===== src/sv/radio_frame_auto_ack_responder_assert.svh =====
// Assertion macros shared by the responder RTL.
// No dependencies; included by modules that carry checks.
`ifndef RADIO_FRAME_AUTO_ACK_RESPONDER_ASSERT_SVH
`define RADIO_FRAME_AUTO_ACK_RESPONDER_ASSERT_SVH

// Same-cycle implication, checked outside reset.
`define RFAR_ASSERT_IMPLY(label, clk, rst_n, ante, cons) \
    label: assert property (@(posedge clk) disable iff (!(rst_n)) (ante) |-> (cons)) \
        else $error("rfar assertion failed");

// Next-cycle implication, checked outside reset.
`define RFAR_ASSERT_NEXT(label, clk, rst_n, ante, cons) \
    label: assert property (@(posedge clk) disable iff (!(rst_n)) (ante) |=> (cons)) \
        else $error("rfar assertion failed");

`endif


===== src/sv/rfar_pkg.sv =====
// Types and constants of the radio frame auto-ack responder.
// No dependencies; imported by every responder module.
`default_nettype none
package rfar_pkg;

    // configuration register indexes
    localparam logic [1:0] CfgRxEnable   = 2'd0;
    localparam logic [1:0] CfgAutoAddr   = 2'd1;
    localparam logic [1:0] CfgThermAddr  = 2'd2;

    // message types that trigger acks
    localparam logic [7:0] TypeA         = 8'h30;
    localparam logic [7:0] TypeB         = 8'h40;
    localparam logic [7:0] TypeC         = 8'h50;

    localparam logic [6:0] ThermLen      = 7'd11;
    localparam logic [6:0] HeaderLen     = 7'd9;

    // ack frame contents
    localparam logic [7:0] AckLenByte    = 8'd11;
    localparam logic [7:0] AckTypeByte   = 8'd2;
    localparam logic [3:0] AckLastIdx    = 4'd11;

    // job queue between parser and ack generator
    localparam int QDepth = 2;
    localparam int QPtrW  = (QDepth > 1) ? $clog2(QDepth) : 1;
    localparam int QCntW  = $clog2(QDepth + 1);

    typedef struct packed {
        logic        do_auto;
        logic        do_therm;
        logic [7:0]  counter;
        logic [23:0] dst;
        logic [23:0] src;
    } t_job;

    typedef struct packed {
        logic empty;
        logic full;
    } t_qstat;

endpackage
`default_nettype wire


===== src/sv/rfar_front.sv =====
// Frame parser and rule check: holds the config registers and header fields.
// Depends on rfar_pkg.
`default_nettype none
module rfar_front
    import rfar_pkg::*;
#(
    parameter int MAX_FRAME = 32
) (
    input  wire logic        i_clk,
    input  wire logic        i_rst_n,
    input  wire logic        i_cfg_we,
    input  wire logic [1:0]  i_cfg_idx,
    input  wire logic [23:0] i_cfg_data,
    input  wire logic        i_accept,
    input  wire logic [7:0]  i_rx_byte,
    output logic             o_push,
    output t_job             o_job
);

    logic        r_rx_en;
    logic [23:0] r_auto_addr, r_therm_addr;
    logic [6:0]  r_pos, n_pos;
    logic [6:0]  r_len, n_len;
    logic [7:0]  r_cnt, n_cnt;
    logic [7:0]  r_type, n_type;
    logic [23:0] r_src, n_src;
    logic [23:0] r_dst, n_dst;
    logic [6:0]  len_clamped;
    logic        hit_auto, hit_therm, frame_end;

    always_comb begin
        len_clamped = i_rx_byte[6:0];
        if (32'(len_clamped) >= MAX_FRAME) begin
            len_clamped = 7'(MAX_FRAME - 1);
        end
    end

    always_comb begin
        n_pos     = r_pos;
        n_len     = r_len;
        n_cnt     = r_cnt;
        n_type    = r_type;
        n_src     = r_src;
        n_dst     = r_dst;
        frame_end = 1'b0;
        if (i_accept && r_rx_en) begin
            if (r_pos == 7'd0) begin
                // length byte opens a frame; zero length ends it with no header
                n_len  = len_clamped;
                n_cnt  = 8'd0;
                n_type = 8'd0;
                n_src  = 24'd0;
                n_dst  = 24'd0;
                n_pos  = (len_clamped != 7'd0) ? 7'd1 : 7'd0;
            end else begin
                if (r_pos == 7'd1) begin
                    n_cnt = i_rx_byte;
                end else if (r_pos == 7'd3) begin
                    n_type = i_rx_byte;
                end else if (r_pos inside {[7'd4:7'd6]}) begin
                    n_src = {r_src[15:0], i_rx_byte};
                end else if (r_pos inside {[7'd7:7'd9]}) begin
                    n_dst = {r_dst[15:0], i_rx_byte};
                end
                if (r_pos >= r_len) begin
                    frame_end = 1'b1;
                    n_pos     = 7'd0;
                end else begin
                    n_pos = r_pos + 7'd1;
                end
            end
        end
    end

    // rules see the header including the byte taken this cycle
    always_comb begin
        hit_auto  = (r_len >= HeaderLen) && (r_auto_addr != 24'd0)
                    && (n_type inside {TypeA, TypeB, TypeC})
                    && (n_dst == r_auto_addr);
        hit_therm = (r_len >= HeaderLen) && (r_therm_addr != 24'd0)
                    && (r_len == ThermLen) && (n_type == TypeB)
                    && (n_dst == r_therm_addr);
    end

    assign o_push         = frame_end && (hit_auto || hit_therm);
    assign o_job.do_auto  = hit_auto;
    assign o_job.do_therm = hit_therm;
    assign o_job.counter  = n_cnt;
    assign o_job.dst      = n_dst;
    assign o_job.src      = n_src;

    always_ff @(posedge i_clk) begin
        if (!i_rst_n) begin
            r_rx_en      <= 1'b0;
            r_auto_addr  <= 24'd0;
            r_therm_addr <= 24'd0;
            r_pos        <= 7'd0;
            r_len        <= 7'd0;
            r_cnt        <= 8'd0;
            r_type       <= 8'd0;
            r_src        <= 24'd0;
            r_dst        <= 24'd0;
        end else begin
            r_pos  <= n_pos;
            r_len  <= n_len;
            r_cnt  <= n_cnt;
            r_type <= n_type;
            r_src  <= n_src;
            r_dst  <= n_dst;
            if (i_cfg_we) begin
                case (i_cfg_idx)
                    CfgRxEnable:  r_rx_en      <= i_cfg_data[0];
                    CfgAutoAddr:  r_auto_addr  <= i_cfg_data;
                    CfgThermAddr: r_therm_addr <= i_cfg_data;
                    default: ;
                endcase
            end
        end
    end

endmodule
`default_nettype wire


===== src/sv/rfar_fifo.sv =====
// Short job queue between the parser and the ack generator.
// Depends on rfar_pkg and the assertion macro header.
`default_nettype none
`include "radio_frame_auto_ack_responder_assert.svh"
module rfar_fifo
    import rfar_pkg::*;
(
    input  wire logic i_clk,
    input  wire logic i_rst_n,
    input  wire logic i_push,
    input  wire t_job i_job,
    input  wire logic i_pop,
    output t_job      o_job,
    output t_qstat    o_stat
);

    t_job             r_mem [QDepth];
    logic [QPtrW-1:0] r_wr_ptr, r_rd_ptr;
    logic [QCntW-1:0] r_count;

    assign o_job        = r_mem[r_rd_ptr];
    assign o_stat.empty = (r_count == QCntW'(0));
    assign o_stat.full  = (r_count == QCntW'(QDepth));

    always_ff @(posedge i_clk) begin
        if (i_push) begin
            r_mem[r_wr_ptr] <= i_job;
        end
    end

    always_ff @(posedge i_clk) begin
        if (!i_rst_n) begin
            r_wr_ptr <= '0;
            r_rd_ptr <= '0;
            r_count  <= '0;
        end else begin
            if (i_push) begin
                r_wr_ptr <= (32'(r_wr_ptr) == QDepth - 1) ? '0 : r_wr_ptr + QPtrW'(1);
            end
            if (i_pop) begin
                r_rd_ptr <= (32'(r_rd_ptr) == QDepth - 1) ? '0 : r_rd_ptr + QPtrW'(1);
            end
            case ({i_push, i_pop})
                2'b10:   r_count <= r_count + QCntW'(1);
                2'b01:   r_count <= r_count - QCntW'(1);
                default: r_count <= r_count;
            endcase
        end
    end

    `RFAR_ASSERT_IMPLY(a_no_overflow, i_clk, i_rst_n, i_push, !o_stat.full || i_pop)
    `RFAR_ASSERT_IMPLY(a_no_underflow, i_clk, i_rst_n, i_pop, !o_stat.empty)
    `RFAR_ASSERT_NEXT(a_count_up, i_clk, i_rst_n, i_push && !i_pop, r_count == $past(r_count) + QCntW'(1))
    `RFAR_ASSERT_IMPLY(a_count_range, i_clk, i_rst_n, 1'b1, 32'(r_count) <= QDepth)

endmodule
`default_nettype wire


===== src/sv/rfar_back.sv =====
// Ack generator: plays out one or two 12-byte ack frames per queued job.
// Depends on rfar_pkg and the assertion macro header.
`default_nettype none
`include "radio_frame_auto_ack_responder_assert.svh"
module rfar_back
    import rfar_pkg::*;
(
    input  wire logic        i_clk,
    input  wire logic        i_rst_n,
    input  wire t_job        i_job,
    input  wire t_qstat      i_qstat,
    output logic             o_pop,
    output logic             o_ack_valid,
    input  wire logic        i_ack_stall,
    output logic [7:0]       o_ack_byte,
    output logic             o_ack_last,
    output logic             o_ack_kind,
    output logic             o_run_last
);

    logic        r_busy;
    logic [3:0]  r_idx;
    logic        r_phase;       // 0 auto-ack frame, 1 thermostat frame
    logic        r_therm;       // thermostat frame still owed for this job
    logic [7:0]  r_cnt;
    logic [23:0] r_src, r_dst;
    logic        r_out_valid;
    logic [7:0]  r_out_byte;
    logic        r_out_last, r_out_kind, r_out_run;

    logic        load_out, frame_done, job_done;
    logic [7:0]  cur_byte;

    assign load_out   = !r_out_valid || !i_ack_stall;
    assign frame_done = r_busy && load_out && (r_idx == AckLastIdx);
    assign job_done   = frame_done && (r_phase || !r_therm);
    assign o_pop      = !i_qstat.empty && (!r_busy || job_done);

    always_comb begin
        case (r_idx)
            4'd0:    cur_byte = AckLenByte;
            4'd1:    cur_byte = r_cnt;
            4'd3:    cur_byte = AckTypeByte;
            4'd4:    cur_byte = r_dst[23:16];
            4'd5:    cur_byte = r_dst[15:8];
            4'd6:    cur_byte = r_dst[7:0];
            4'd7:    cur_byte = r_src[23:16];
            4'd8:    cur_byte = r_src[15:8];
            4'd9:    cur_byte = r_src[7:0];
            default: cur_byte = 8'd0;
        endcase
    end

    always_ff @(posedge i_clk) begin
        if (o_pop) begin
            r_cnt <= i_job.counter;
            r_src <= i_job.src;
            r_dst <= i_job.dst;
        end
        if (load_out) begin
            r_out_byte <= cur_byte;
            r_out_last <= (r_idx == AckLastIdx);
            r_out_kind <= r_phase;
            r_out_run  <= (r_idx == AckLastIdx) && (r_phase || !r_therm);
        end
    end

    always_ff @(posedge i_clk) begin
        if (!i_rst_n) begin
            r_busy      <= 1'b0;
            r_idx       <= 4'd0;
            r_phase     <= 1'b0;
            r_therm     <= 1'b0;
            r_out_valid <= 1'b0;
        end else begin
            if (load_out) begin
                r_out_valid <= r_busy;
            end
            if (o_pop) begin
                r_busy  <= 1'b1;
                r_idx   <= 4'd0;
                r_phase <= !i_job.do_auto;
                r_therm <= i_job.do_therm;
            end else if (job_done) begin
                r_busy <= 1'b0;
                r_idx  <= 4'd0;
            end else if (frame_done) begin
                r_idx   <= 4'd0;
                r_phase <= 1'b1;
            end else if (r_busy && load_out) begin
                r_idx <= r_idx + 4'd1;
            end
        end
    end

    assign o_ack_valid = r_out_valid;
    assign o_ack_byte  = r_out_byte;
    assign o_ack_last  = r_out_last;
    assign o_ack_kind  = r_out_kind;
    assign o_run_last  = r_out_run;

    `RFAR_ASSERT_IMPLY(a_idx_range, i_clk, i_rst_n, r_busy, r_idx <= AckLastIdx)
    `RFAR_ASSERT_IMPLY(a_run_ends_frame, i_clk, i_rst_n, r_out_valid && r_out_run, r_out_last)
    `RFAR_ASSERT_NEXT(a_hold_on_stall, i_clk, i_rst_n, r_out_valid && i_ack_stall, r_out_valid && $stable(r_out_byte))

endmodule
`default_nettype wire


===== src/sv/radio_frame_auto_ack_responder.sv =====
// Top level of the radio frame auto-ack responder: parser, job queue, ack generator.
// Depends on rfar_pkg, rfar_front, rfar_fifo and rfar_back.
`default_nettype none
// Receives frame bytes one transfer at a time; the first byte of each frame is its
// length (low 7 bits, clamped to MAX_FRAME-1), and the parser keeps message counter,
// type, source and destination. On the last byte the auto-ack and fake thermostat
// rules are evaluated against the programmed addresses; each rule that passes yields
// a 12-byte ack frame (auto-ack first), so one frame produces 0, 12 or 24 output
// transfers, and o_run_last marks the final one. Rate: the parser takes one byte
// every cycle while the queue is not full; a matching frame hands a job to a
// two-entry queue, and the ack generator emits one ack byte per cycle unless the
// output stalls; a queued job follows the previous one with no gap. From an idle
// generator, once the frame's last byte is taken, the job passes through the queue
// and the busy state, and the first ack byte through the output register. Input
// stalls only when both queue entries hold jobs that the generator has not started.
// Configuration writes via i_cfg_we/i_cfg_idx/i_cfg_data (0 rx enable, 1 auto-ack
// address, 2 thermostat address) are to be issued while no frame is in flight;
// with rx disabled, bytes are still taken but ignored.
module radio_frame_auto_ack_responder
    import rfar_pkg::*;
#(
    parameter int MAX_FRAME = 32
) (
    input  wire logic        i_clk,
    input  wire logic        i_rst_n,
    input  wire logic        i_cfg_we,
    input  wire logic [1:0]  i_cfg_idx,
    input  wire logic [23:0] i_cfg_data,
    input  wire logic        i_rx_valid,
    output logic             o_rx_stall,
    input  wire logic [7:0]  i_rx_byte,
    output logic             o_ack_valid,
    input  wire logic        i_ack_stall,
    output logic [7:0]       o_ack_byte,
    output logic             o_ack_last,
    output logic             o_ack_kind,
    output logic             o_run_last
);

    t_job   push_job, pop_job;
    t_qstat qstat;
    logic   push, pop, rx_accept;

    // stall is taken straight from queue fullness, never from valid
    assign o_rx_stall = qstat.full;
    assign rx_accept  = i_rx_valid && !o_rx_stall;

    rfar_front #(
        .MAX_FRAME (MAX_FRAME)
    ) u_front (
        .i_clk      (i_clk),
        .i_rst_n    (i_rst_n),
        .i_cfg_we   (i_cfg_we),
        .i_cfg_idx  (i_cfg_idx),
        .i_cfg_data (i_cfg_data),
        .i_accept   (rx_accept),
        .i_rx_byte  (i_rx_byte),
        .o_push     (push),
        .o_job      (push_job)
    );

    rfar_fifo u_fifo (
        .i_clk   (i_clk),
        .i_rst_n (i_rst_n),
        .i_push  (push),
        .i_job   (push_job),
        .i_pop   (pop),
        .o_job   (pop_job),
        .o_stat  (qstat)
    );

    rfar_back u_back (
        .i_clk       (i_clk),
        .i_rst_n     (i_rst_n),
        .i_job       (pop_job),
        .i_qstat     (qstat),
        .o_pop       (pop),
        .o_ack_valid (o_ack_valid),
        .i_ack_stall (i_ack_stall),
        .o_ack_byte  (o_ack_byte),
        .o_ack_last  (o_ack_last),
        .o_ack_kind  (o_ack_kind),
        .o_run_last  (o_run_last)
    );

endmodule
`default_nettype wire


===== config.mk =====
export PLATFORM = sky130hd
export DESIGN_NAME = radio_frame_auto_ack_responder
export DESIGN_NICKNAME = d
export VERILOG_FILES = /design/src/sv/rfar_pkg.sv /design/src/sv/rfar_front.sv /design/src/sv/rfar_fifo.sv /design/src/sv/rfar_back.sv /design/src/sv/radio_frame_auto_ack_responder.sv
export VERILOG_INCLUDE_DIRS = /design/src /design/src/sv
export SDC_FILE = /design/constraint.sdc
export NUM_CORES = 1
export LEC_CHECK = 0
export ABC_AREA = 1
export ABC_CLOCK_PERIOD_IN_PS = 16180
export BUFFER_PORTS_ARGS = -buffer_cell sky130_fd_sc_hd__clkbuf_2
export CAP_MARGIN = 20
export CORE_UTILIZATION = 55
export DETAILED_ROUTE_END_ITERATION = 10
export GPL_TIMING_DRIVEN = 0
export PLACE_DENSITY = 0.72
export SKIP_LAST_GASP = 1
export SLEW_MARGIN = 20
export SYNTH_ARGS = -nofsm -noshare
export SYNTH_HDL_FRONTEND = slang
export SYNTH_SLANG_ARGS = --single-unit

===== constraint.sdc =====
create_clock -name i_clk -period 16.18 [get_ports i_clk]
set_clock_uncertainty 0.1 [all_clocks]
set_input_delay 4.854 -clock i_clk [delete_from_list [all_inputs] [get_ports i_clk]]
set_output_delay 4.854 -clock i_clk [all_outputs]
set_load 0.03 [all_outputs]

==> results_dict.tcl, run 1 <==
set metrics [dict create \
    status "completed" \
    yosysWarnings 0 \
    diodes 0 \
    synth_fp_nets 1526 \
    htree_levels 2 \
    wl_per_cell_um 18.1 \
    fmax_mhz 126 \
    fp.dieW_um 160 \
    cp_max_fo 24 \
    numCtsBuffers 34 \
    seq_area_frac_synth_pct 60.4 \
    die_h_um 160 \
    pin_count 52 \
    place_area_um2 14500 \
    avgSynthCellArea_um2 9.33 \
    core-area_um2 24400 \
    grt_max_degree 59 \
    clock-sinks 323 \
    rsz0062_at_grt "false" \
    min_period_ps 7950 \
    vias 10686 \
    tns_ps 0 \
    finalWirelength_um 34600 \
    dr.max_layer_used "met4" \
    layout-drive-gt1-share_pct 11.4 \
    synth_seq_cells 323 \
    relSlewSlack_pct 34.5 \
    cts.clk_slew.worst_paths_ps 60 \
    die-area_um2 25600 \
    ir_drop_mv 0.0804 \
    postCtsResizedCells 0 \
    start_util_pct 56.3 \
    dp_cells 1852 \
    slew_viol_final 0 \
    async_reset_ff_share_pct 0 \
    overflow 0 \
    grtUsageTotal_pct 27.3 \
    synth_cell_types 41 \
    dpl.hpwl_um 25500 \
    fillers 2055 \
    ant_nets 0 \
    cap_violations 0 \
    synth_area_leaders "edfxtp_1 (40%), dfxtp_1 (20%), nand2_1 (9.5%)" \
    power_density_nw_per_um2 106 \
    grt_pass1_wl_um 53800 \
    post-route-cell-area_um2 15600 \
    drtIter0Drc 987 \
    synth_top_cell_by_area "edfxtp_1" \
    path_class "input pin to register" \
    fin_cells 1911 \
    crit_required_ps 16290 \
    setup_viol 0 \
    yosysTopAreaCellShare_pct 40.0 \
    area_delta_synth_final_pct 13.4 \
    via_per_inst 5.59 \
    met3WireLength_um 2630 \
    hold_class "register to register" \
    insertion_delay_ps 510 \
    route.met2.wl_um 16200 \
    antenna_found_initial 0 \
    multi_input_area_um2 4640 \
    numPortBuffers 51 \
    row_count 57 \
    cts_buffer_depth 3 \
    ff_latch_area_um2 8300 \
    rrSetupSlack_ps 11960 \
    worstMarginPinSlew_ps 975 \
    drc 0 \
    hold_viol 0 \
    cts_hold_buf 0 \
    drt-pass1-iter-count 6 \
    grt_pass1_vias 10108 \
    power.static_leakage_nw 6.31 \
    cts_setup_buffers 0 \
    cp.arrival_ps 8050 \
    synth-edff-count 183 \
    fin_crit_sh_pct 49.1 \
    syn_area_um2 13700 \
    cts_tree "done" \
    clockRootBuffer "clkbuf_16" \
    startpoint_type "input pin" \
    synth_top_flop_cell "edfxtp_1" \
    gp_congestion 0.922 \
    end_kind "register" \
    fin_nets 1618 \
    synthCells 1472 \
    drt-met1-wl_um 14900 \
]
==> flip-flops by register name, indices dropped and copies added, names as in the netlist, 2 cells and up, named ones only <==
signal                count
u_back.r_src             24
u_fifo.r_mem            116
u_front.r_len             7
u_front.r_dst            24
u_back.o_ack_byte         8
u_back.r_cnt              8
u_front.r_type            8
u_front.r_auto_addr      24
u_back.r_idx              4
u_fifo.r_count            2
u_front.r_src            24
u_front.r_therm_addr     24
u_front.r_cnt             8
u_back.r_dst             24
u_front.r_pos             7
==> per-stage QoR <==
stage / utilization [%] / hold WS, ps / setup WS, ps / power, W
after floorplan: - / 326 / 6630 / 0.000923
after global placement: 59.0 / 338 / 4940 / 0.000947
after detailed placement: 59.6 / 349 / 7790 / 0.000948
after CTS: 63.9 / 360 / 8300 / 0.00166
after global routing: 63.9 / 386 / 8010 / 0.00171
final: 63.9 / 371 / 8230 / 0.00166
==> worst paths after layout <==
path                          to  cells past startpoint             start
max          u_fifo.r_mem[0][42]                     20        i_rx_valid
min                     register                      1   u_fifo.r_rd_ptr
max reg2reg  u_fifo.r_mem[0][42]                     21  u_front.r_pos[1]
min reg2reg             register                      1   u_fifo.r_rd_ptr
==> metal layers <==
layer,vias to the layer above,global-route usage (%)
met5,-,0
met4,0,7.88
met3,63,4.21
met2,432,44.8
met1,5020,37.7
li1,5171,-
==> kinds of logic after synthesis <==
group                    Yosys count  synth area share [%]
adder cells (fa/ha/maj)           15                  1.37
XOR/XNOR                           7                 0.446
AND/OR/NAND/NOR                  696                  22.9
buffers and inverters            207                  5.98
flip-flops                       323                  60.4
AO/OA/AOI/OAI                    224                  8.92
==> power by group <==
part / internal (W) / switching (W) / leakage [nW]
sequential: 0.000865 / 0.00000458 / 3.00
combinational: 0.0000188 / 0.0000431 / 2.81
clock: 0.000422 / 0.000305 / 0.500
==> layout by cell type, fill, tap and decap left out, types with 31 or more instances in the layout <==
| cell | count |
|---|---|
| edfxtp_1 | 183 |
| clkbuf_1 | 59 |
| clkbuf_16 | 37 |
| a21oi_1 | 100 |
| nand2_2 | 49 |
| inv_1 | 140 |
| nor4_1 | 31 |
| nand3_1 | 67 |
| o21ai_0 | 74 |
| nand2_1 | 347 |
| nor3_1 | 54 |
| dfxtp_1 | 140 |
| nor2_1 | 112 |
| clkbuf_2 | 51 |
==> cells in the mapped netlist (2+ instances only) <==
cell type / number
o21ai_1: 2
nand2_2: 49
a211oi_1: 9
xor2_1: 7
and2_1: 2
clkbuf_1: 47
a31oi_1: 11
nand2_1: 347
nand2_4: 3
nor3_1: 54
o21ai_0: 74
nor2_4: 5
nor4_1: 31
nand4_4: 2
nand4_1: 15
a311oi_1: 3
nand3b_1: 2
clkinv_1: 3
buf_1: 3
dfxtp_1: 140
nor2_1: 113
edfxtp_1: 183
o2111ai_1: 2
inv_1: 141
o22ai_1: 12
ha_1: 15
inv_2: 7
nor2_2: 3
a221oi_1: 6
buf_6: 4
nand3_1: 67
a21oi_1: 101
==> worst max-delay path, stage by stage <==
cell	delay (ps)
clkbuf_2	80
nand2_1	40
inv_1	80
nand2_4	130
nor2_4	190
inv_2	100
nor2_8	190
buf_8	200
nand2_1	110
nand2_2	190
o21ai_0	170
nor2_1	140
nand3_1	90
nor2_1	180
nand2_1	130
nand2_2	120
nand2_1	110
nor2_4	490
buf_16	240
buf_16	190
==> area by class of cell <==
class | instances | share of cell area [%]
plain buffers | 56 | 1.64
well taps | 324 | 2.60
inverters | 151 | 3.65
clock inverters | 9 | 0.305
repair buffers | 56 | 2.44
clock buffers | 50 | 6.32
flip-flops and latches | 323 | 53.3
multi-input cells | 942 | 29.8
Power figures use the tool's default switching activity.
==> run 2, diff against run 1 <==
--- a/config.mk
+++ b/config.mk
@@ -6,8 +6,8 @@
 export SDC_FILE = /design/constraint.sdc
 export NUM_CORES = 1
 export LEC_CHECK = 0
-export ABC_AREA = 1
-export ABC_CLOCK_PERIOD_IN_PS = 16180
+export ABC_AREA = 0
+export ABC_CLOCK_PERIOD_IN_PS = 7400
 export BUFFER_PORTS_ARGS = -buffer_cell sky130_fd_sc_hd__clkbuf_2
 export CAP_MARGIN = 20
 export CORE_UTILIZATION = 55
==> constraint.sdc (replaced) <==
create_clock -name i_clk -period 7.4 [get_ports i_clk]
set_clock_uncertainty 0.1 [all_clocks]
set_input_delay 2.22 -clock i_clk [delete_from_list [all_inputs] [get_ports i_clk]]
set_output_delay 2.22 -clock i_clk [all_outputs]
set_load 0.03 [all_outputs]
==> run 2 against run 1 <==
Flip-flop and latch count unchanged. Routed wire length up 9.4%. Combinational power grew to 5.7 times the previous value. Core utilization about the same.
==> results_dict.tcl, run 2 <==
set metrics [dict create \
    status "completed" \
    synth_fp_nets 1377 \
    vias 10566 \
    relSlewSlack_pct 25.2 \
    grt_pass1_vias 10037 \
    fin_crit_sh_pct 80.3 \
    worstMarginPinSlew_ps 1120 \
    finalWirelength_um 37800 \
    critPathTopFamily "compound AO/OA/AOI/OAI gates" \
    synthCells 1323 \
    critical_path_buf_inv_count 4 \
    largest_register_ffs 116 \
    synth_top_flop_cell "edfxtp_1" \
    synth_seq_cells 323 \
    grt_pass1_wl_um 57900 \
    cts.clk_slew.worst_paths_ps 60 \
    layout_commonest_cell "edfxtp_1" \
    end_kind "register" \
    drt-pass1-iter-count 5 \
    power.static_leakage_nw 5.76 \
    top_register "u_fifo.r_mem" \
    synthTopCellsByCount "edfxtp_1 (183), nand2_1 (182), dfxtp_1 (140)" \
    avgSynthCellArea_um2 10.7 \
    yosysTopAreaCellShare_pct 38.9 \
    totalPowerFinal_w 0.00408 \
    intPower_w 0.00313 \
    core-area_um2 25200 \
    clockRootBuffer "clkbuf_16" \
    setup_viol 0 \
    ant_nets 0 \
    crit_required_ps 7500 \
    drtIter0Drc 1019 \
    die_h_um 162 \
    cpMostUsedCell "and4_1" \
    postCtsResizedCells 0 \
    insertion_delay_ps 520 \
    hold_viol 0 \
    whs_ps 365 \
    fp.dieW_um 162 \
    synth_top_cell_by_area "edfxtp_1" \
    syn_area_um2 14100 \
    fin_nets 1469 \
    ir_drop_mv 0.160 \
    overflow 0 \
    gp_congestion 0.978 \
    grtUsageTotal_pct 29.4 \
    cts_hold_buf 0 \
    clkPwrFrac_pct 42.3 \
    start_util_pct 56.1 \
    cts_tree "done" \
    yosysWarnings 0 \
    rsz0062_at_grt "false" \
    crit_chain "clkbuf_2, and2_1, and4_1, clkbuf_1, a31oi_1, o21ai_0, nand3_1, a211oi_1, and4_1, o2111ai_1, nor2_4, buf_16, buf_12" \
    wl_per_cell_um 21.4 \
    diodes 0 \
    synth_area_leaders "edfxtp_1 (39%), dfxtp_1 (20%), nand2_1 (4.8%)" \
    layout_common_cells "edfxtp_1 (183), nand2_1 (182), dfxtp_1 (140), a21oi_1 (86), nor2_1 (76)" \
    multi_input_area_um2 5350 \
    cp_max_fo 25 \
    row_count 58 \
    layout-drive-gt1-share_pct 14.0 \
    dpl.hpwl_um 28300 \
    cts_buffer_depth 3 \
    numCtsBuffers 34 \
    power.switching_w 0.000951 \
    synth-edff-count 183 \
    synth_cell_types 63 \
    ff_latch_area_um2 8300 \
    power_frac_seq_pct 49.0 \
    htree_levels 2 \
    fmax_mhz 168 \
    switching_share_pct 23.3 \
    path_class "input pin to register" \
    via_per_inst 5.97 \
    area_delta_synth_final_pct 13.9 \
    fillers 1999 \
    drc 0 \
    async_reset_ff_share_pct 0 \
    crit_path_max_incr_delay_ps 750 \
    p_comb_share_pct 8.7 \
    pin_count 52 \
    grt_max_degree 26 \
    cap_violations 0 \
    die-area_um2 26300 \
    slew_viol_final 0 \
    hold_class "register to register" \
    post-synth-top-count-cell "edfxtp_1" \
    startpoint_type "input pin" \
    cp.arrival_ps 6040 \
    clock-sinks 323 \
    min_period_ps 5950 \
    antenna_found_initial 0 \
    power_density_nw_per_um2 253 \
    cpMaxStageDelayCell "o21ai_0" \
    numPortBuffers 49 \
    cts_setup_buffers 0 \
    seq_area_frac_synth_pct 58.7 \
]
run 2: changes by cell type after synthesis, moves of 21 or more:
cell     previous run  this run
nor2_1            113        78
nand3_1            67        43
nand2_1           347       182
inv_1             141        61
nand2_2            49         0
mux2i_1             0        40
o21ai_0            74        30
mux2_2              0        57
or3_1               0        23
and2_1              2        23
run 2: area by class of cell:
class,instances,share of cell area [%]
Clock buffer,47,5.91
Buffer,69,1.74
Inverter,62,1.45
Sequential cell,323,51.6
Tap cell,330,2.57
Clock inverter,14,1.10
Timing Repair Buffer,56,2.47
Multi-Input combinational cell,869,33.2
run 2: metrics by stage:
step / utilization (%) / cells / cell area [um^2] / TNS (ps) / setup slack (ps)
after CTS: 63.9 / 1770 / 16100 / 0 / 1530
after global placement: 58.7 / 1702 / 14800 / -253740 / -1830
after detailed placement: 59.4 / 1709 / 15000 / 0 / 1060
after floorplan: - / 1323 / 14100 / 0 / 406
after global routing: 63.9 / 1770 / 16100 / 0 / 1310
final: 63.9 / 1770 / 16100 / 0 / 1450
run 2: cells by family after synthesis:
logic type / share of synthesized area [%]
flip-flops: 58.7
AO/OA/AOI/OAI: 10.7
AND/OR/NAND/NOR: 17.8
buffers and inverters: 3.63
multiplexers: 7.38
XOR/XNOR: 0.434
adder cells (fa/ha/maj): 1.33
run 2: power groups by stage:
stage | clock network (W) | logic [W] | registers, W
floorplan | 0 | 0.000187 | 0.00207
global placement | 0 | 0.000336 | 0.00204
detailed placement | 0 | 0.000351 | 0.00204
CTS | 0.00174 | 0.000353 | 0.00200
global route | 0.00181 | 0.000382 | 0.00201
finish | 0.00173 | 0.000353 | 0.00200
run 2: final timing paths:
check	depth (start not counted)	startpoint	endpoint	slack, ps
worst max register to register	15	u_front.r_pos[1]	u_fifo.r_mem[0][28]	2260
worst min-delay path	2	u_front.r_len[5]	u_front.r_len[5]	370
worst max-delay path	13	i_rx_valid	u_fifo.r_mem[0][28]	1450
worst min register to register	2	u_front.r_len[5]	u_front.r_len[5]	370
run 2: tightest hold or removal path, stage by stage, from the launching register on:
cell,delay [ps]
dfxtp_1,310
inv_1,70
nor2_1,40
run 2: per-layer routing:
metal / global-route usage, % / vias up / wire length [um]
met1: 40.7 / 5067 / 16600
met4: 10.0 / 0 / 1160
met3: 4.72 / 77 / 2600
met5: 0 / - / 0
met2: 47.0 / 409 / 17500
li1: - / 5013 / -
==> run 3, diff against run 2 <==
--- a/config.mk
+++ b/config.mk
@@ -6,14 +6,14 @@
 export SDC_FILE = /design/constraint.sdc
 export NUM_CORES = 1
 export LEC_CHECK = 0
-export ABC_AREA = 0
-export ABC_CLOCK_PERIOD_IN_PS = 7400
+export ABC_AREA = 1
+export ABC_CLOCK_PERIOD_IN_PS = 4900
 export BUFFER_PORTS_ARGS = -buffer_cell sky130_fd_sc_hd__clkbuf_2
 export CAP_MARGIN = 20
 export CORE_UTILIZATION = 55
 export DETAILED_ROUTE_END_ITERATION = 10
 export GPL_TIMING_DRIVEN = 0
-export PLACE_DENSITY = 0.72
+export PLACE_DENSITY = 0.75
 export SKIP_LAST_GASP = 1
 export SLEW_MARGIN = 20
 export SYNTH_ARGS = -nofsm -noshare
==> constraint.sdc (replaced) <==
create_clock -name i_clk -period 4.9 [get_ports i_clk]
set_clock_uncertainty 0.1 [all_clocks]
set_input_delay 1.47 -clock i_clk [delete_from_list [all_inputs] [get_ports i_clk]]
set_output_delay 1.47 -clock i_clk [all_outputs]
set_load 0.03 [all_outputs]
==> run 3 against run 2 <==
Sequential power up 44%. Routed wire length down 8.0%. Clock power up 46%. Critical path type unchanged. Highest routed layer unchanged.
==> results_dict.tcl, run 3 (synthesized netlist as in run 1, its figures left out) <==
set metrics [dict create \
    status "completed" \
    core-area_um2 24400 \
    vias 10894 \
    gp_congestion 0.946 \
    slew_viol_final 0 \
    clockRootBuffer "clkbuf_16" \
    grt_pass1_wl_um 53100 \
    whs_ps 361 \
    clock-sinks 323 \
    cp_max_fo 24 \
    htree_levels 2 \
    fin_nets 1618 \
    drtIter0Drc 1148 \
    cts_tree "done" \
    min_period_ps 4250 \
    dpl.hpwl_um 24700 \
    numPortBuffers 51 \
    crit_path_max_incr_delay_ps 420 \
    drc 0 \
    via_per_inst 5.69 \
    worstMarginPinSlew_ps 879 \
    relSlewSlack_pct 40.9 \
    fmax_mhz 236 \
    cap_violations 0 \
    grtUsageTotal_pct 27.1 \
    ant_nets 0 \
    wl_per_cell_um 18.2 \
    cts_setup_buffers 0 \
    cts.clk_slew.worst_paths_ps 60 \
    crit_required_ps 5020 \
    setup_viol 0 \
    layout_common_cells "nand2_1 (347), edfxtp_1 (183), inv_1 (140), dfxtp_1 (140), nor2_1 (112)" \
    layout_commonest_cell "nand2_1" \
    top_register "u_fifo.r_mem" \
    postCtsResizedCells 0 \
    startpoint_type "input pin" \
    pin_count 52 \
    rsz0062_at_grt "false" \
    fin_crit_sh_pct 86.7 \
    hold_viol 0 \
    drt-pass1-iter-count 6 \
    overflow 0 \
    power.static_leakage_nw 6.34 \
    path_class "input pin to register" \
    largest_register_ffs 116 \
    crit_chain "clkbuf_2, nand2_1, inv_1, nand2_4, nor2_4, inv_2, nor2_8, buf_8, nand2_1, nand2_2, o21ai_0, nor2_1, nand3_1, nor2_1, nand2_1, nand2_2, nand2_1, nor2_4, buf_12" \
    insertion_delay_ps 520 \
    grt_pass1_vias 10045 \
    area_delta_synth_final_pct 13.8 \
    tns_ps 0 \
    cts_hold_buf 0 \
    row_count 57 \
    end_kind "register" \
    ir_drop_mv 0.329 \
    fillers 1984 \
    cpMostUsedCell "nand2_1" \
    grt_max_degree 36 \
    antenna_found_initial 1 \
    die_h_um 160 \
    cp.arrival_ps 4360 \
    numCtsBuffers 34 \
    finalWirelength_um 34800 \
    layout-drive-gt1-share_pct 11.6 \
    fp.dieW_um 160 \
    hold_class "register to register" \
    start_util_pct 56.3 \
    cts_buffer_depth 3 \
    die-area_um2 25600 \
    cpMaxStageDelayCell "nor2_4" \
    diodes 0 \
    power_density_nw_per_um2 358 \
]
[run 3: worst max-delay path: cells and delay by family]
kind | cells | cell delay (ps)
AOI/OAI and AO/OA | 1 | 170
buffers and inverters | 5 | 710
and+or+nand+nor | 13 | 1980
[run 3: layout make-up]
cell class / count / area, um^2 / area share, %
Clock buffer: 47 / 950 / 6.07
Inverter: 151 / 569 / 3.64
Multi-Input combinational cell: 942 / 4640 / 29.6
Clock inverter: 15 / 148 / 0.944
Timing Repair Buffer: 56 / 378 / 2.42
Buffer: 56 / 255 / 1.63
Tap cell: 324 / 405 / 2.59
Sequential cell: 323 / 8300 / 53.1
[run 3: worst paths after layout]
path	start	endpoint	slack, ps	cells after the start
worst max register to register	u_front.r_pos[0]	u_fifo.r_mem[0][43]	1020	21
worst min-delay path	u_fifo.r_rd_ptr	register	360	1
worst min register to register	u_fifo.r_rd_ptr	register	360	1
worst max-delay path	i_rx_valid	u_fifo.r_mem[0][43]	650	19
[run 3: report_power, final]
group	total [W]	switching [W]	leakage [nW]	internal [W]
combinational	0.000205	0.000143	2.81	0.0000620
clock	0.00252	0.00105	0.533	0.00147
sequential	0.00287	0.0000158	3.00	0.00286
[run 3: metal layers]
metal	GRT usage [%]	wire length, um	vias to the layer above
met5	0	0	-
met3	5.82	3450	96
met4	9.78	968	0
met1	36.5	14200	5086
li1	-	-	5177
met2	43.5	16200	535
[run 3: per-stage QoR]
step	setup slack [ps]	std cells	power, W	util (%)	instance area [um^2]
floorplan	201	1472	0.00305	-	13700
global placement	-934	1847	0.00312	59.1	14400
detailed placement	203	1852	0.00313	59.6	14500
CTS	733	1914	0.00560	64.1	15600
global route	479	1914	0.00574	64.1	15600
finish	654	1914	0.00560	64.1	15600
